## src/arq_send_window_assert.svh

```systemverilog
// assertion macros shared by the arq send window modules
`ifndef ARQ_SEND_WINDOW_ASSERT_SVH
`define ARQ_SEND_WINDOW_ASSERT_SVH
`ifndef ASSERT_OFF
// property must hold at every clock edge out of reset
`define ARQSW_ASSERT(lbl, prop, msg) \
    lbl: assert property (@(posedge clk) disable iff (!rst_n) (prop)) else $error(msg);
// condition must never be seen out of reset
`define ARQSW_NEVER(lbl, cond, msg) \
    lbl: assert property (@(posedge clk) disable iff (!rst_n) !(cond)) else $error(msg);
`else
`define ARQSW_ASSERT(lbl, prop, msg)
`define ARQSW_NEVER(lbl, cond, msg)
`endif
`endif

```

## src/arqsw_pkg.sv

```systemverilog
// shared types, codes and constants of the arq send window
`timescale 1ns / 1ps
package arqsw_pkg;

    localparam int WINDOW_DEPTH_DEF = 8;
    localparam int QUEUE_DEPTH_DEF  = 16;

    localparam int TAG_W  = 16;
    localparam int SEQ_W  = 8;
    localparam int TIME_W = 32;
    localparam int TOUT_W = 16;
    localparam int INIT_W = 4;
    localparam int CFG_IDX_W  = 2;
    localparam int CFG_DATA_W = 16;

    localparam logic [TOUT_W-1:0] TIMEOUT_RESET     = 16'd5;
    localparam logic [INIT_W-1:0] INIT_WINDOW_RESET = 4'd8;

    localparam logic [CFG_IDX_W-1:0] CFG_TIMEOUT  = 2'd0;
    localparam logic [CFG_IDX_W-1:0] CFG_INIT_WIN = 2'd1;

    typedef enum logic [1:0] {
        ACT_ENQ  = 2'd0,
        ACT_ACK  = 2'd1,
        ACT_TICK = 2'd2,
        ACT_SCAN = 2'd3
    } action_t;

    typedef enum logic [1:0] {
        KIND_SEND    = 2'd0,
        KIND_RESEND  = 2'd1,
        KIND_TAKEN   = 2'd2,
        KIND_REFUSED = 2'd3
    } kind_t;

    typedef enum logic [3:0] {
        ST_IDLE,
        ST_ENQ,
        ST_UPDATE,
        ST_SCAN_INIT,
        ST_RT_RD,
        ST_RT_CHK,
        ST_NEW_RD,
        ST_NEW_WR,
        ST_FINISH
    } state_t;

    typedef struct packed {
        logic capture;
        logic enq;
        logic update;
        logic scan_init;
        logic rt_read;
        logic rt_skip;
        logic rt_issue;
        logic new_read;
        logic new_issue;
        logic finish;
    } cmd_t;

    typedef struct packed {
        logic out_free;
        logic can_push;
        logic pend_valid;
        logic rt_more;
        logic rt_expired;
        logic new_more;
    } status_t;

endpackage

```

## src/arqsw_ram.sv

```systemverilog
// generic single write port ram with registered read
`timescale 1ns / 1ps
module arqsw_ram #(
    parameter int WIDTH = 16,
    parameter int DEPTH = 16
) (
    input  logic                     clk,
    input  logic                     we,
    input  logic [$clog2(DEPTH)-1:0] waddr,
    input  logic [WIDTH-1:0]         wdata,
    input  logic                     re,
    input  logic [$clog2(DEPTH)-1:0] raddr,
    output logic [WIDTH-1:0]         rdata
);

    logic [WIDTH-1:0] mem_reg [DEPTH];
    logic [WIDTH-1:0] rdata_reg;

    always_ff @(posedge clk)
    begin
        if (we)
        begin
            mem_reg[waddr] <= wdata;
        end
        if (re)
        begin
            rdata_reg <= mem_reg[raddr];
        end
    end

    assign rdata = rdata_reg;

endmodule

```

## src/arqsw_ctrl.sv

```systemverilog
// sequencing state machine of the arq send window
`timescale 1ns / 1ps
`include "arq_send_window_assert.svh"
module arqsw_ctrl (
    input  logic               clk,
    input  logic               rst_n,
    input  logic               in_valid,
    input  logic [1:0]         in_action,
    output logic               in_ready,
    input  arqsw_pkg::status_t st,
    output arqsw_pkg::cmd_t    cmd
);

    arqsw_pkg::state_t state_reg;
    arqsw_pkg::state_t state_next;

    always_ff @(posedge clk or negedge rst_n)
    begin
        if (!rst_n)
        begin
            state_reg <= arqsw_pkg::ST_IDLE;
        end
        else
        begin
            state_reg <= state_next;
        end
    end

    always_comb
    begin
        state_next = state_reg;
        cmd        = '0;
        in_ready   = 1'b0;
        case (state_reg)
            arqsw_pkg::ST_IDLE:
            begin
                in_ready = 1'b1;
                if (in_valid)
                begin
                    cmd.capture = 1'b1;
                    case (arqsw_pkg::action_t'(in_action))
                        arqsw_pkg::ACT_ENQ:  state_next = arqsw_pkg::ST_ENQ;
                        arqsw_pkg::ACT_SCAN: state_next = arqsw_pkg::ST_SCAN_INIT;
                        default:             state_next = arqsw_pkg::ST_UPDATE;
                    endcase
                end
            end
            arqsw_pkg::ST_ENQ:
            begin
                if (st.out_free)
                begin
                    cmd.enq    = 1'b1;
                    state_next = arqsw_pkg::ST_IDLE;
                end
            end
            arqsw_pkg::ST_UPDATE:
            begin
                cmd.update = 1'b1;
                state_next = arqsw_pkg::ST_IDLE;
            end
            arqsw_pkg::ST_SCAN_INIT:
            begin
                cmd.scan_init = 1'b1;
                state_next    = arqsw_pkg::ST_RT_RD;
            end
            arqsw_pkg::ST_RT_RD:
            begin
                if (st.rt_more)
                begin
                    cmd.rt_read = 1'b1;
                    state_next  = arqsw_pkg::ST_RT_CHK;
                end
                else
                begin
                    state_next = arqsw_pkg::ST_NEW_RD;
                end
            end
            arqsw_pkg::ST_RT_CHK:
            begin
                if (!st.rt_expired)
                begin
                    cmd.rt_skip = 1'b1;
                    state_next  = arqsw_pkg::ST_RT_RD;
                end
                else if (st.can_push)
                begin
                    cmd.rt_issue = 1'b1;
                    state_next   = arqsw_pkg::ST_RT_RD;
                end
            end
            arqsw_pkg::ST_NEW_RD:
            begin
                if (st.new_more)
                begin
                    cmd.new_read = 1'b1;
                    state_next   = arqsw_pkg::ST_NEW_WR;
                end
                else
                begin
                    state_next = arqsw_pkg::ST_FINISH;
                end
            end
            arqsw_pkg::ST_NEW_WR:
            begin
                if (st.can_push)
                begin
                    cmd.new_issue = 1'b1;
                    state_next    = arqsw_pkg::ST_NEW_RD;
                end
            end
            arqsw_pkg::ST_FINISH:
            begin
                if (!st.pend_valid)
                begin
                    state_next = arqsw_pkg::ST_IDLE;
                end
                else if (st.out_free)
                begin
                    cmd.finish = 1'b1;
                    state_next = arqsw_pkg::ST_IDLE;
                end
            end
            default:
            begin
                state_next = arqsw_pkg::ST_IDLE;
            end
        endcase
    end

    // at most one source loads the output register per cycle
    `ARQSW_ASSERT(a_one_push, $onehot0({cmd.enq, cmd.rt_issue, cmd.new_issue, cmd.finish}), "two output loads in one cycle")

endmodule

```

## src/arqsw_dp.sv

```systemverilog
// window state, queue, slot store and output staging of the arq send window
`timescale 1ns / 1ps
`include "arq_send_window_assert.svh"
module arqsw_dp #(
    parameter int WINDOW_DEPTH = arqsw_pkg::WINDOW_DEPTH_DEF,
    parameter int QUEUE_DEPTH  = arqsw_pkg::QUEUE_DEPTH_DEF
) (
    input  logic                                clk,
    input  logic                                rst_n,
    input  arqsw_pkg::cmd_t                     cmd,
    output arqsw_pkg::status_t                  st,
    input  logic [31:0]                         in_data,
    input  logic [1:0]                          in_action,
    input  logic                                cfg_we,
    input  logic [arqsw_pkg::CFG_IDX_W-1:0]     cfg_idx,
    input  logic [arqsw_pkg::CFG_DATA_W-1:0]    cfg_wdata,
    output logic                                out_valid,
    input  logic                                out_ready,
    output logic [1:0]                          out_kind,
    output logic [arqsw_pkg::SEQ_W-1:0]         out_seq,
    output logic [arqsw_pkg::TAG_W-1:0]         out_tag,
    output logic                                out_last
);

    localparam int SLOT_W = $clog2(WINDOW_DEPTH);
    localparam int CNT_W  = $clog2(WINDOW_DEPTH + 1);
    localparam int QA_W   = $clog2(QUEUE_DEPTH);
    localparam int QC_W   = $clog2(QUEUE_DEPTH + 1);
    localparam int SEQ_W  = arqsw_pkg::SEQ_W;
    localparam int TAG_W  = arqsw_pkg::TAG_W;
    localparam int TIME_W = arqsw_pkg::TIME_W;
    localparam int SLOT_DW = TAG_W + TIME_W;
    localparam logic [SEQ_W-1:0] W_SEQ = SEQ_W'(WINDOW_DEPTH);
    localparam logic [CNT_W-1:0] W_CNT = CNT_W'(WINDOW_DEPTH);
    localparam logic [CNT_W-1:0] WL_RESET =
        (int'(arqsw_pkg::INIT_WINDOW_RESET) > WINDOW_DEPTH) ? CNT_W'(WINDOW_DEPTH)
                                                             : CNT_W'(arqsw_pkg::INIT_WINDOW_RESET);

    // slot index arithmetic modulo the window depth
    function automatic logic [SLOT_W-1:0] slot_add(input logic [SLOT_W-1:0] base,
                                                   input logic [SLOT_W:0]   ofs);
        logic [SLOT_W:0] sum;
        sum = {1'b0, base} + ofs;
        if (sum >= (SLOT_W+1)'(WINDOW_DEPTH))
        begin
            sum = sum - (SLOT_W+1)'(WINDOW_DEPTH);
        end
        return sum[SLOT_W-1:0];
    endfunction

    function automatic logic [CNT_W-1:0] cap_window(input logic [SEQ_W-1:0] w);
        return (w > W_SEQ) ? W_CNT : w[CNT_W-1:0];
    endfunction

    // captured beat
    logic [1:0]        act_reg;
    logic [TAG_W-1:0]  tag_reg;
    logic [SEQ_W-1:0]  ack_reg;
    logic [SEQ_W-1:0]  space_reg;

    logic [arqsw_pkg::TOUT_W-1:0] timeout_reg;
    logic [SEQ_W-1:0]  base_reg;
    logic [SEQ_W-1:0]  next_seq_reg;
    logic [CNT_W-1:0]  wlimit_reg;
    logic [SLOT_W-1:0] base_slot_reg;
    logic              ack_seen_reg;
    logic [TIME_W-1:0] time_reg;
    logic [QA_W-1:0]   q_head_reg;
    logic [QC_W-1:0]   q_count_reg;
    logic [CNT_W-1:0]  scan_idx_reg;
    logic [CNT_W-1:0]  out_cnt_reg;

    logic              pend_valid_reg;
    logic [1:0]        pend_kind_reg;
    logic [SEQ_W-1:0]  pend_seq_reg;
    logic [TAG_W-1:0]  pend_tag_reg;

    logic              m_valid_reg;
    logic [1:0]        m_kind_reg;
    logic [SEQ_W-1:0]  m_seq_reg;
    logic [TAG_W-1:0]  m_tag_reg;
    logic              m_last_reg;

    logic [SLOT_DW-1:0] slot_rdata;
    logic [TAG_W-1:0]   q_rdata;
    logic [SLOT_W-1:0]  rt_addr;
    logic [SLOT_W-1:0]  new_addr;
    logic [TIME_W-1:0]  age;
    logic               out_free;
    logic               q_full;
    logic [QA_W:0]      q_wsum;
    logic [QA_W-1:0]    q_waddr;
    logic [QA_W-1:0]    q_head_inc;
    logic [SEQ_W-1:0]   ack_dist;
    logic [SEQ_W-1:0]   outstanding;
    logic               ack_in_win;
    logic               ack_dup;
    logic               slot_we;
    logic [SLOT_W-1:0]  slot_waddr;
    logic [SLOT_DW-1:0] slot_wdata;
    logic               issue;
    logic [1:0]         new_kind;
    logic [SEQ_W-1:0]   new_seq;
    logic [TAG_W-1:0]   new_tag;

    assign out_free    = !m_valid_reg || out_ready;
    assign rt_addr     = slot_add(base_slot_reg, (SLOT_W+1)'(scan_idx_reg));
    assign new_addr    = slot_add(base_slot_reg, (SLOT_W+1)'(out_cnt_reg));
    assign age         = time_reg - slot_rdata[TIME_W-1:0];
    assign q_full      = (q_count_reg >= QC_W'(QUEUE_DEPTH));
    assign q_wsum      = {1'b0, q_head_reg} + (QA_W+1)'(q_count_reg);
    assign q_waddr     = (q_wsum >= (QA_W+1)'(QUEUE_DEPTH)) ?
                         QA_W'(q_wsum - (QA_W+1)'(QUEUE_DEPTH)) : q_wsum[QA_W-1:0];
    assign q_head_inc  = (q_head_reg == QA_W'(QUEUE_DEPTH - 1)) ? '0 : q_head_reg + 1'b1;
    assign ack_dist    = ack_reg - base_reg;
    assign outstanding = next_seq_reg - base_reg;
    assign ack_in_win  = (ack_dist < SEQ_W'(wlimit_reg));
    assign ack_dup     = (ack_dist == '1);

    assign issue    = cmd.rt_issue || cmd.new_issue;
    assign new_kind = cmd.rt_issue ? 2'(arqsw_pkg::KIND_RESEND) : 2'(arqsw_pkg::KIND_SEND);
    assign new_seq  = cmd.rt_issue ? base_reg + SEQ_W'(scan_idx_reg) : next_seq_reg;
    assign new_tag  = cmd.rt_issue ? slot_rdata[SLOT_DW-1:TIME_W] : q_rdata;

    // a resend restamps its own slot, a new send fills the next free slot
    assign slot_we    = issue;
    assign slot_waddr = cmd.rt_issue ? rt_addr : new_addr;
    assign slot_wdata = {new_tag, time_reg};

    always_comb
    begin
        st.out_free   = out_free;
        st.can_push   = !pend_valid_reg || out_free;
        st.pend_valid = pend_valid_reg;
        st.rt_more    = (scan_idx_reg < out_cnt_reg);
        st.rt_expired = (age > TIME_W'(timeout_reg));
        st.new_more   = (out_cnt_reg < wlimit_reg) && (out_cnt_reg < W_CNT) &&
                        (q_count_reg != '0);
    end

    arqsw_ram #(.WIDTH(SLOT_DW), .DEPTH(WINDOW_DEPTH)) u_slot_ram (
        .clk   (clk),
        .we    (slot_we),
        .waddr (slot_waddr),
        .wdata (slot_wdata),
        .re    (cmd.rt_read),
        .raddr (rt_addr),
        .rdata (slot_rdata)
    );

    arqsw_ram #(.WIDTH(TAG_W), .DEPTH(QUEUE_DEPTH)) u_queue_ram (
        .clk   (clk),
        .we    (cmd.enq && !q_full),
        .waddr (q_waddr),
        .wdata (tag_reg),
        .re    (cmd.new_read),
        .raddr (q_head_reg),
        .rdata (q_rdata)
    );

    always_ff @(posedge clk)
    begin
        if (cmd.capture)
        begin
            act_reg   <= in_action;
            tag_reg   <= in_data[15:0];
            ack_reg   <= in_data[23:16];
            space_reg <= in_data[31:24];
        end
        if (issue)
        begin
            pend_kind_reg <= new_kind;
            pend_seq_reg  <= new_seq;
            pend_tag_reg  <= new_tag;
        end
        if (cmd.enq)
        begin
            m_kind_reg <= q_full ? 2'(arqsw_pkg::KIND_REFUSED) : 2'(arqsw_pkg::KIND_TAKEN);
            m_seq_reg  <= '0;
            m_tag_reg  <= tag_reg;
            m_last_reg <= 1'b1;
        end
        else if ((issue && pend_valid_reg) || cmd.finish)
        begin
            m_kind_reg <= pend_kind_reg;
            m_seq_reg  <= pend_seq_reg;
            m_tag_reg  <= pend_tag_reg;
            m_last_reg <= cmd.finish;
        end
    end

    always_ff @(posedge clk or negedge rst_n)
    begin
        if (!rst_n)
        begin
            timeout_reg    <= arqsw_pkg::TIMEOUT_RESET;
            base_reg       <= '0;
            next_seq_reg   <= '0;
            wlimit_reg     <= WL_RESET;
            base_slot_reg  <= '0;
            ack_seen_reg   <= 1'b0;
            time_reg       <= '0;
            q_head_reg     <= '0;
            q_count_reg    <= '0;
            scan_idx_reg   <= '0;
            out_cnt_reg    <= '0;
            pend_valid_reg <= 1'b0;
            m_valid_reg    <= 1'b0;
        end
        else
        begin
            if (cfg_we)
            begin
                if (cfg_idx == arqsw_pkg::CFG_TIMEOUT)
                begin
                    timeout_reg <= cfg_wdata;
                end
                else if (cfg_idx == arqsw_pkg::CFG_INIT_WIN)
                begin
                    if (!ack_seen_reg)
                    begin
                        wlimit_reg <= cap_window(SEQ_W'(cfg_wdata[arqsw_pkg::INIT_W-1:0]));
                    end
                end
            end

            if (cmd.update)
            begin
                if (act_reg == 2'(arqsw_pkg::ACT_TICK))
                begin
                    time_reg <= time_reg + 1'b1;
                end
                else if (ack_in_win)
                begin
                    base_reg      <= ack_reg + 1'b1;
                    base_slot_reg <= slot_add(base_slot_reg,
                                              (SLOT_W+1)'(ack_dist) + 1'b1);
                    if (ack_dist >= outstanding)
                    begin
                        next_seq_reg <= ack_reg + 1'b1;
                    end
                    wlimit_reg   <= cap_window(space_reg);
                    ack_seen_reg <= 1'b1;
                end
                else if (ack_dup)
                begin
                    wlimit_reg   <= cap_window(space_reg);
                    ack_seen_reg <= 1'b1;
                end
            end

            if (cmd.enq && !q_full)
            begin
                q_count_reg <= q_count_reg + 1'b1;
            end

            if (cmd.scan_init)
            begin
                scan_idx_reg   <= '0;
                out_cnt_reg    <= (outstanding > W_SEQ) ? W_CNT : outstanding[CNT_W-1:0];
                pend_valid_reg <= 1'b0;
            end

            if (cmd.rt_skip || cmd.rt_issue)
            begin
                scan_idx_reg <= scan_idx_reg + 1'b1;
            end

            if (cmd.new_issue)
            begin
                q_head_reg   <= q_head_inc;
                q_count_reg  <= q_count_reg - 1'b1;
                next_seq_reg <= next_seq_reg + 1'b1;
                out_cnt_reg  <= out_cnt_reg + 1'b1;
            end

            if (issue)
            begin
                pend_valid_reg <= 1'b1;
            end
            else if (cmd.finish)
            begin
                pend_valid_reg <= 1'b0;
            end

            if (cmd.enq || (issue && pend_valid_reg) || cmd.finish)
            begin
                m_valid_reg <= 1'b1;
            end
            else if (out_ready)
            begin
                m_valid_reg <= 1'b0;
            end
        end
    end

    assign out_valid = m_valid_reg;
    assign out_kind  = m_kind_reg;
    assign out_seq   = m_seq_reg;
    assign out_tag   = m_tag_reg;
    assign out_last  = m_last_reg;

    `ARQSW_ASSERT(a_queue_bound, q_count_reg <= QC_W'(QUEUE_DEPTH), "send queue count over depth")
    `ARQSW_ASSERT(a_limit_bound, wlimit_reg <= W_CNT, "window limit over depth")
    `ARQSW_ASSERT(a_outstanding_bound, (next_seq_reg - base_reg) <= W_SEQ, "outstanding over depth")
    `ARQSW_ASSERT(a_scan_clears, cmd.scan_init |=> !pend_valid_reg, "stale result held into a scan")

endmodule

```

## src/arq_send_window.sv

```systemverilog
// top level of the sliding window arq sender
`timescale 1ns / 1ps
// Sender side of a go-back-n sliding window for one connection with 8-bit sequence
// numbers. Input beats carry an action in s_tuser: enqueue a message tag, take an
// acknowledgment, advance the tick counter, or scan the window. An enqueue answers
// with one beat (taken or refused); ack and tick give none; a scan first resends,
// oldest first, each outstanding slot older than timeout_ticks, then issues queued
// tags under new sequence numbers while the window allows, ending on a tlast beat
// (no beat at all when nothing was due). Enqueue, ack and tick are accepted in idle
// and then executed in a state of their own, an enqueue waiting further while its
// result beat cannot leave. A scan checks the outstanding slots and then makes the
// new sends one at a time, set by the one-read-per-cycle slot and queue memories,
// and its result beats may also wait on m_tready.
// Slot and queue memories need no clearing after reset. Configuration writes are
// taken at any time (cfg_ready is always high) but belong in idle periods.
module arq_send_window #(
    parameter int WINDOW_DEPTH = arqsw_pkg::WINDOW_DEPTH_DEF,
    parameter int QUEUE_DEPTH  = arqsw_pkg::QUEUE_DEPTH_DEF
) (
    input  logic                             clk,
    input  logic                             rst_n,
    // input beats
    input  logic                             s_tvalid,
    output logic                             s_tready,
    input  logic [31:0]                      s_tdata,   // message_tag, ack_number, advertised_space
    input  logic [1:0]                       s_tuser,   // action
    // result beats
    output logic                             m_tvalid,
    input  logic                             m_tready,
    output logic [23:0]                      m_tdata,   // sequence_res, payload_tag
    output logic [1:0]                       m_tuser,   // kind
    output logic                             m_tlast,
    // register writes
    input  logic                             cfg_valid,
    output logic                             cfg_ready,
    input  logic [arqsw_pkg::CFG_IDX_W-1:0]  cfg_index,
    input  logic [arqsw_pkg::CFG_DATA_W-1:0] cfg_data
);

    arqsw_pkg::cmd_t    cmd;
    arqsw_pkg::status_t st;
    logic [arqsw_pkg::SEQ_W-1:0] out_seq;
    logic [arqsw_pkg::TAG_W-1:0] out_tag;

    // register writes never stall
    assign cfg_ready = 1'b1;

    arqsw_ctrl u_ctrl (
        .clk       (clk),
        .rst_n     (rst_n),
        .in_valid  (s_tvalid),
        .in_action (s_tuser),
        .in_ready  (s_tready),
        .st        (st),
        .cmd       (cmd)
    );

    arqsw_dp #(
        .WINDOW_DEPTH (WINDOW_DEPTH),
        .QUEUE_DEPTH  (QUEUE_DEPTH)
    ) u_dp (
        .clk       (clk),
        .rst_n     (rst_n),
        .cmd       (cmd),
        .st        (st),
        .in_data   (s_tdata),
        .in_action (s_tuser),
        .cfg_we    (cfg_valid),
        .cfg_idx   (cfg_index),
        .cfg_wdata (cfg_data),
        .out_valid (m_tvalid),
        .out_ready (m_tready),
        .out_kind  (m_tuser),
        .out_seq   (out_seq),
        .out_tag   (out_tag),
        .out_last  (m_tlast)
    );

    // sequence number in the low byte, tag above it
    assign m_tdata = {out_tag, out_seq};

endmodule
```

## config.mk

```make
export PLATFORM = sky130hd
export DESIGN_NAME = arq_send_window
export DESIGN_NICKNAME = d
export VERILOG_FILES = /design/src/arqsw_pkg.sv /design/src/arqsw_ram.sv /design/src/arqsw_ctrl.sv /design/src/arqsw_dp.sv /design/src/arq_send_window.sv
export VERILOG_INCLUDE_DIRS = /design/src /design/src/src
export SDC_FILE = /design/constraint.sdc
export NUM_CORES = 1
export LEC_CHECK = 0
export BUFFER_PORTS_ARGS = -buffer_cell sky130_fd_sc_hd__buf_4
export CAP_MARGIN = 20
export CORE_ASPECT_RATIO = 0.7
export CORE_MARGIN = 2
export CORE_UTILIZATION = 25
export CTS_BUF_LIST = sky130_fd_sc_hd__clkbuf_4 sky130_fd_sc_hd__clkbuf_8
export DETAILED_ROUTE_END_ITERATION = 8
export PLACE_DENSITY = 0.5
export SLEW_MARGIN = 15
export SYNTH_ARGS = -nofsm -noshare
export SYNTH_HDL_FRONTEND = slang
export SYNTH_SLANG_ARGS = --single-unit
```

## constraint.sdc

```tcl
create_clock -name clk -period 18.79 [get_ports clk]
set_clock_uncertainty 0.2 [all_clocks]
set_input_delay 1.879 -clock clk [delete_from_list [all_inputs] [get_ports clk]]
set_output_delay 1.879 -clock clk [all_outputs]
set_load 0.03 [all_outputs]
```

==> results.ini, run 1 <==
[yosys]
syn_nets = 2520
synth_seq_cells = 885
synthFlopType = edfxtp_1
synthCells = 2357
synth_edf_count = 781
synth_area_mm2 = 0.03802
async_flop_share = 0.1073
synthDistinctLibCells = 90
seq_area_frac_synth = 0.6843
syn_avg_cell_area_um2 = 16.13
yosysWarningCount = 0

[grt]
grt_pass1_vias = 21261
grt_first_pass_wirelength_um = 140800
antenna_found_initial = 3
grt_max_degree = 59
grt_usage = 0.1213
grt_overflow = 0

[clocking]
post_cts_resized = 0
post-cts-setup-buffers = 0
clockRootBuffer = clkbuf_8
cts.sinks = 885
cts-buffers-inserted = 148
hold_buffers = 0
clockBufferDepth = 3
h-tree-depth = 4
insertion_delay_ps = 840
clk_pin_slew_ps = 60
tritoncts = done

[finish]
drive_above_1_share = 0.2390
nets = 2715
layout_commonest_cell = edfxtp_1
seqCellArea_mm2 = 0.02602
num-fill-cells = 15068
syn2layout_area_growth_pct = 16.59
multi_input_area_mm2 = 0.01138
largest_reg_flops = 384
utilization = 0.2942
layout_common_cells = edfxtp_1 (781), nand2_1 (205), clkbuf_8 (151)

[pwr]
netSwitchingFraction = 0.3213
peakVddDrop_mv = 0.08371
cellPowerDensity_mw_per_mm2 = 136.9
p_int_uw = 4118
p_clk_frac = 0.288
comb_power_share = 0.291
power.switching_uw = 1949
pwr-share-seq = 0.421
p_leak_uw = 0.01586

[floorplan]
rows = 119
dieArea_mm2 = 0.1553
dieWidth_um = 470.1
ios = 87
core_area_mm2 = 0.1507
die_h_um = 330.3
initial_core_util = 0.2523

[worst_hold_path]
hp-class = reg -> reg

[routing]
initialDrtViolationCount = 1786
via_per_inst = 4.448
route.detailed.drc = 0
drt_pass1_iterations = 5
wl_per_cell_um = 20.19
drt.antenna.violating_nets = 0
route.final.wire_length_um = 94240
vias = 20760

[run_status]
outcome = finished clean

[sta]
hold_viol = 0
max_freq_mhz = 153.9
finalSetupTns_ps = 0
post-route-period-util = 0.3459
finalCriticalPeriod_ps = 6499
drv_slew = 0
tightest_slew_ps = 1088
slew-limit-headroom = 0.2749
finalSetupViolations = 0
rsz0062_at_grt = no

[place]
portBuffers = 85
hpwl_um = 58860
gp_congestion = 0.8122

[worst_setup_path]
crit_fanout = 30
arrival_ps = 6760
worst_ep_required_time_ps = 19050
cp-start-kind = register
crit_type = reg -> reg
cp-end-kind = register

[run]
drv_cap = 0

critical path: stages (launching register included):
cell       delay, ps
dfrtp_1          540
inv_1            130
ha_1             240
fa_1             410
nor2b_1          210
o2111ai_1        180
a21oi_1          440
nor3b_2          150
o21ai_0          240
xor2_1           180
ha_1             270
nand4_1          110
nor4_1            70
o21bai_1         170
a211oi_1         200
nor3_1           110
nand4_2          120
nor4b_4           60
nand4b_4         240
nand2_1          290
o22ai_4          880
buf_4            640
cell type report:
type / count / area share
inverters: 110 / 0.009316
clock buffers: 197 / 0.05468
clock inverters: 70 / 0.01296
multi-input cells: 1275 / 0.2567
well taps: 1996 / 0.05635
repair buffers: 132 / 0.02281
diodes: 2 / 0.0001129
flip-flops and latches: 885 / 0.5871
layer usage:
metal,GRT usage,wire (um),share of wire
met1,0.1864,48680,0.52
met2,0.1718,39460,0.42
met3,0.02385,4518,0.048
met4,0.03366,1584,0.017
met5,0,0,0
logic make-up (layout without fill, tap and decap cells):
group / Yosys count / count (layout) / share of synthesized area
compound gates: 332 / 332 / 0.05638
xor+xnor: 90 / 90 / 0.02073
buf+inv: 197 / 509 / 0.02192
other cells: 1 / 3 / 0.00009864
simple gates: 453 / 453 / 0.05631
mux: 293 / 293 / 0.1236
flops: 885 / 885 / 0.6843
fa+ha+maj: 106 / 106 / 0.03666
Yosys cell counts, drive strengths merged, types with 6 or more instances:
cell type	number	area, um2
edfxtp	781	23450
nand2	206	789.5
mux4	128	2883
inv	109	409.1
ha	97	1214
o21ai	94	470.5
dfrtp	92	2302
mux2	90	1066
a21oi	89	464.2
nor2	88	330.3
mux2i	75	750.7
xnor2	57	499.2
clkbuf	56	210.2
nand3	35	175.2
xor2	33	289.0
buf	31	210.2
nor3	27	140.1
a221oi	19	172.7
a22oi	19	142.6
a21o	18	135.1
nand4	17	112.6
and3	16	100.1
nor2b	15	93.84
o21a	15	113.9
a31oi	11	68.82
nand2b	10	62.56
dfxtp	9	180.2
fa	9	180.2
a211oi	8	70.06
and2	8	50.05
o22ai	8	50.05
a21boi	6	48.79
stage by stage:
| stage | hold WS, ps | cell area, um2 | instances | setup slack (ps) | power [uW] |
|---|---|---|---|---|---|
| 5_1_grt | 288.7 | 44320 | 4667 | 11820 | 6437 |
| 6_report | 262.6 | 44320 | 4667 | 12290 | 6066 |
| 4_1_cts | 267.2 | 44280 | 4664 | 12180 | 6163 |
| 3_3_place_gp | 249.5 | 41290 | 4397 | 12370 | 4375 |
| 3_5_place_dp | 258.6 | 41290 | 4397 | 12260 | 4378 |
| 2_1_floorplan | 235.7 | 38020 | 2357 | 11600 | 3820 |
worst paths after layout:
kind | startpoint | end | slack [ps] | cells after the start
max in group asynchronous | rst_n | u_dp.time_reg[20]$_DFFE_PN0P_ | 16150 | 2
min in group asynchronous | rst_n | u_dp.base_reg[2]$_DFFE_PN0P_ | 850 | 1
worst max-delay path | u_dp.time_reg[0]$_DFFE_PN0P_ | u_dp.u_slot_ram.mem_reg[4][15]$_DFFE_PP_ | 12290 | 21
worst min register to register | u_dp.out_seq[1]$_SDFFE_PP0P_ | u_dp.out_seq[1]$_SDFFE_PP0P_ | 260 | 2
worst max register to register | u_dp.time_reg[0]$_DFFE_PN0P_ | u_dp.u_slot_ram.mem_reg[4][15]$_DFFE_PP_ | 12290 | 21
worst min-delay path | u_dp.out_seq[1]$_SDFFE_PP0P_ | u_dp.out_seq[1]$_SDFFE_PP0P_ | 260 | 2
power groups by stage:
stage	registers (uW)	clock network (uW)	logic (uW)
2_1_floorplan	2550	0	1280
5_1_grt	2580	1900	1960
3_3_place_gp	2600	0	1780
6_report	2560	1750	1760
4_1_cts	2560	1810	1790
3_5_place_dp	2600	0	1780
Power figures use the tool's default switching activity.
==> run 2: changes to the inputs <==
--- a/config.mk
+++ b/config.mk
@@ -13,7 +13,7 @@
 export CORE_UTILIZATION = 25
 export CTS_BUF_LIST = sky130_fd_sc_hd__clkbuf_4 sky130_fd_sc_hd__clkbuf_8
 export DETAILED_ROUTE_END_ITERATION = 8
-export PLACE_DENSITY = 0.5
+export PLACE_DENSITY = 0.51
 export SLEW_MARGIN = 15
 export SYNTH_ARGS = -nofsm -noshare
 export SYNTH_HDL_FRONTEND = slang
==> constraint.sdc (replaced) <==
create_clock -name clk -period 5.8 [get_ports clk]
set_clock_uncertainty 0.2 [all_clocks]
set_input_delay 0.58 -clock clk [delete_from_list [all_inputs] [get_ports clk]]
set_output_delay 0.58 -clock clk [all_outputs]
set_load 0.03 [all_outputs]
==> results.ini, run 2 (synthesis gave the netlist of run 1 again) <==
[run_status]
outcome = finished clean  ; unchanged

[clocking]
tritoncts = done  ; unchanged
cts.sinks = 885  ; unchanged
insertion_delay_ps = 820  ; was 840 ps
clockRootBuffer = clkbuf_8  ; unchanged
h-tree-depth = 4  ; unchanged
clockBufferDepth = 3  ; unchanged
cts-buffers-inserted = 144  ; was 148
clk_pin_slew_ps = 70  ; was 60 ps

[sta]
finalSetupViolations = 0  ; unchanged
post-route-period-util = 0.9417  ; was 0.3459
finalCriticalPeriod_ps = 5462  ; was 6499 ps
tightest_slew_ps = 1059  ; was 1088 ps
slew-limit-headroom = 0.2928  ; was 0.2749
finalSetupTns_ps = 0  ; unchanged
drv_slew = 0  ; unchanged
hold_viol = 0  ; unchanged
max_freq_mhz = 183.1  ; was 153.9 MHz
rsz0062_at_grt = no  ; unchanged

[worst_setup_path]
cp-start-kind = register  ; unchanged
worstReg2RegEnd = u_dp.u_slot_ram.mem_reg[1][29]$_DFFE_PP_  ; was u_dp.u_slot_ram.mem_reg[4][15]$_DFFE_PP_
r2r_start = u_dp.time_reg[0]$_DFFE_PN0P_  ; unchanged
worstRegToRegCells = 22  ; was 21
worst_ep_required_time_ps = 6130  ; was 19050 ps
reg2reg_slack_ps = 340  ; was 12290 ps
cp-end-kind = register  ; unchanged
crit_type = reg -> reg  ; unchanged
arrival_ps = 5790  ; was 6760 ps
crit_fanout = 38  ; was 30

[routing]
drt-met1-wl_um = 49560  ; was 48680 um
wl_per_cell_um = 20.06  ; was 20.19 um
vias = 21160  ; was 20.76k
route.met2.wl_um = 39120  ; was 39460 um
initialDrtViolationCount = 1700  ; was 1786
top_layer = met4  ; unchanged
drt.antenna.violating_nets = 0  ; unchanged
route.met3.wl_um = 4760  ; was 4518 um
route.final.wire_length_um = 94900  ; was 94240 um
via_per_inst = 4.473  ; was 4.448
drt_pass1_iterations = 5  ; unchanged
route.detailed.drc = 0  ; unchanged

[floorplan]
rows = 119  ; unchanged
ios = 87  ; unchanged
core_area_mm2 = 0.1507  ; unchanged
dieWidth_um = 470.1  ; unchanged
dieArea_mm2 = 0.1553  ; unchanged
initial_core_util = 0.2523  ; unchanged
die_h_um = 330.3  ; unchanged

[grt]
grt_overflow = 0  ; unchanged
grt_first_pass_wirelength_um = 141400  ; was 140800 um
grt_pass1_vias = 21270  ; was 21.26k
antenna_found_initial = 2  ; was 3
grt_max_degree = 71  ; was 59
grt_usage = 0.1214  ; was 0.1213

[finish]
syn2layout_area_growth_pct = 18.44  ; was 16.59%
drive_above_1_share = 0.2404  ; was 0.2390
largest_reg_flops = 384  ; unchanged
instances_no_fill = 4731  ; was 4667
nets = 2783  ; was 2715
layout_commonest_cell = edfxtp_1  ; unchanged
layout_common_cells = edfxtp_1 (781), nand2_1 (203), clkbuf_8 (152)  ; was edfxtp_1 (781), nand2_1 (205), clkbuf_8 (151)

[run]
drv_cap = 0  ; unchanged

[place]
hpwl_um = 61730  ; was 58860 um
gp_congestion = 0.8366  ; was 0.8122
post-place-cells = 4414  ; was 4397
portBuffers = 85  ; unchanged

[pwr]
peakVddDrop_mv = 0.4053  ; was 0.08371 mV
p_leak_uw = 0.01619  ; was 0.01586 uW
cellPowerDensity_mw_per_mm2 = 437.6  ; was 136.9 mW/mm2

[worst_hold_path]
min_from = cfg_valid  ; was u_dp.out_seq[1]$_SDFFE_PP0P_
hp-class = in -> reg  ; was reg -> reg
holdPathEnd = u_dp.wlimit_reg[3]$_DFF_PN1_  ; was u_dp.out_seq[1]$_SDFFE_PP0P_
holdPathStages = 4  ; was 2

## run 2: cell types whose count changed in the layout (fill, tap and decap cells not counted), moves of 5 or more
cell and change:
dlygate4sd3_1 +54, clkinv_1 -20, nor2_1 +14, nor2_2 -14, buf_12 +11, clkinv_2 +10
buf_4 +7, clkbuf_4 +5
## run 2: worst max path at each step
| stage | from | to | slack, ps | cells past startpoint |
|---|---|---|---|---|
| after CTS | u_dp.time_reg[0]$_DFFE_PN0P_ | u_dp.u_slot_ram.mem_reg[1][29]$_DFFE_PP_ | -40 | 21 |
| after global placement | u_dp.time_reg[0]$_DFFE_PN0P_ | u_dp.u_slot_ram.mem_reg[1][28]$_DFFE_PP_ | 30 | 21 |
| after floorplan | u_dp.time_reg[0]$_DFFE_PN0P_ | u_dp.u_slot_ram.mem_reg[2][0]$_DFFE_PP_ | -620 | 20 |
| after global routing | u_dp.time_reg[0]$_DFFE_PN0P_ | u_dp.u_slot_ram.mem_reg[1][29]$_DFFE_PP_ | 9 | 22 |
| final | u_dp.time_reg[0]$_DFFE_PN0P_ | u_dp.u_slot_ram.mem_reg[1][29]$_DFFE_PP_ | 340 | 22 |
| after detailed placement | u_dp.time_reg[0]$_DFFE_PN0P_ | u_dp.u_slot_ram.mem_reg[1][39]$_DFFE_PP_ | -70 | 21 |
## run 2: power by group
part           switching [uW]  total (uW)  internal, uW
combinational            3280        5850          2570
sequential                579        8310          7730
clock                    2550        5540          3000
## run 2: routing by layer
metal,track usage,vias up
li1,-,9662
met5,0,-
met4,0.03240,0
met3,0.02608,130
met2,0.1680,524
met1,0.1886,10844
## run 2: worst max-delay path, stage by stage, from the launching register on
cell and delay, ps:
dfrtp_1 350, inv_1 70, ha_1 220, fa_1 420, nor2b_1 220, o2111ai_1 220, a21oi_2 280, nor3b_2 110
o21ai_0 220, xor2_1 110, ha_1 300, nand4_1 110, nor4_1 290, o21bai_1 180, a21oi_1 70, nor3_1 290
nand4_2 170, nor4b_4 300, nand4b_4 140, buf_12 180, nand2_4 140, o32ai_4 230, buf_12 280
## run 2: what timing repair did
action,CTS,global route
endpoints found under the setup margin,235,559
pin swaps,0,1
hold buffers,54,0
endpoints found under the hold margin,103,0
buffers inserted,0,1
gates resized for setup,1,4
gates cloned,0,1
## run 2: through the flow
step / instance area, um2 / hold slack (ps) / worst slack, ps / total power, uW / util
final: 45030 / 103.1 / 338.3 / 19710 / 0.2988
after global routing: 45030 / 55.81 / 9.241 / 20870 / 0.2988
after CTS: 44970 / 6.138 / -41.40 / 19960 / 0.2984
after detailed placement: 41510 / 255.1 / -66.22 / 14290 / 0.2755
after global placement: 41510 / 260.0 / 30.92 / 14270 / 0.2755
after floorplan: 38020 / 84.41 / -615.9 / 12380 / -
## run 2: cell type report
cell class | count | area (um2)
timing repair buffer | 203 | 1797
tap | 1996 | 2497
sequential | 885 | 26020
clock inverter | 56 | 440.4
multi-input combinational | 1276 | 11380
fill | 15002 | 105700
inverter | 110 | 412.9
clock buffer | 203 | 2475
antenna | 2 | 5.005
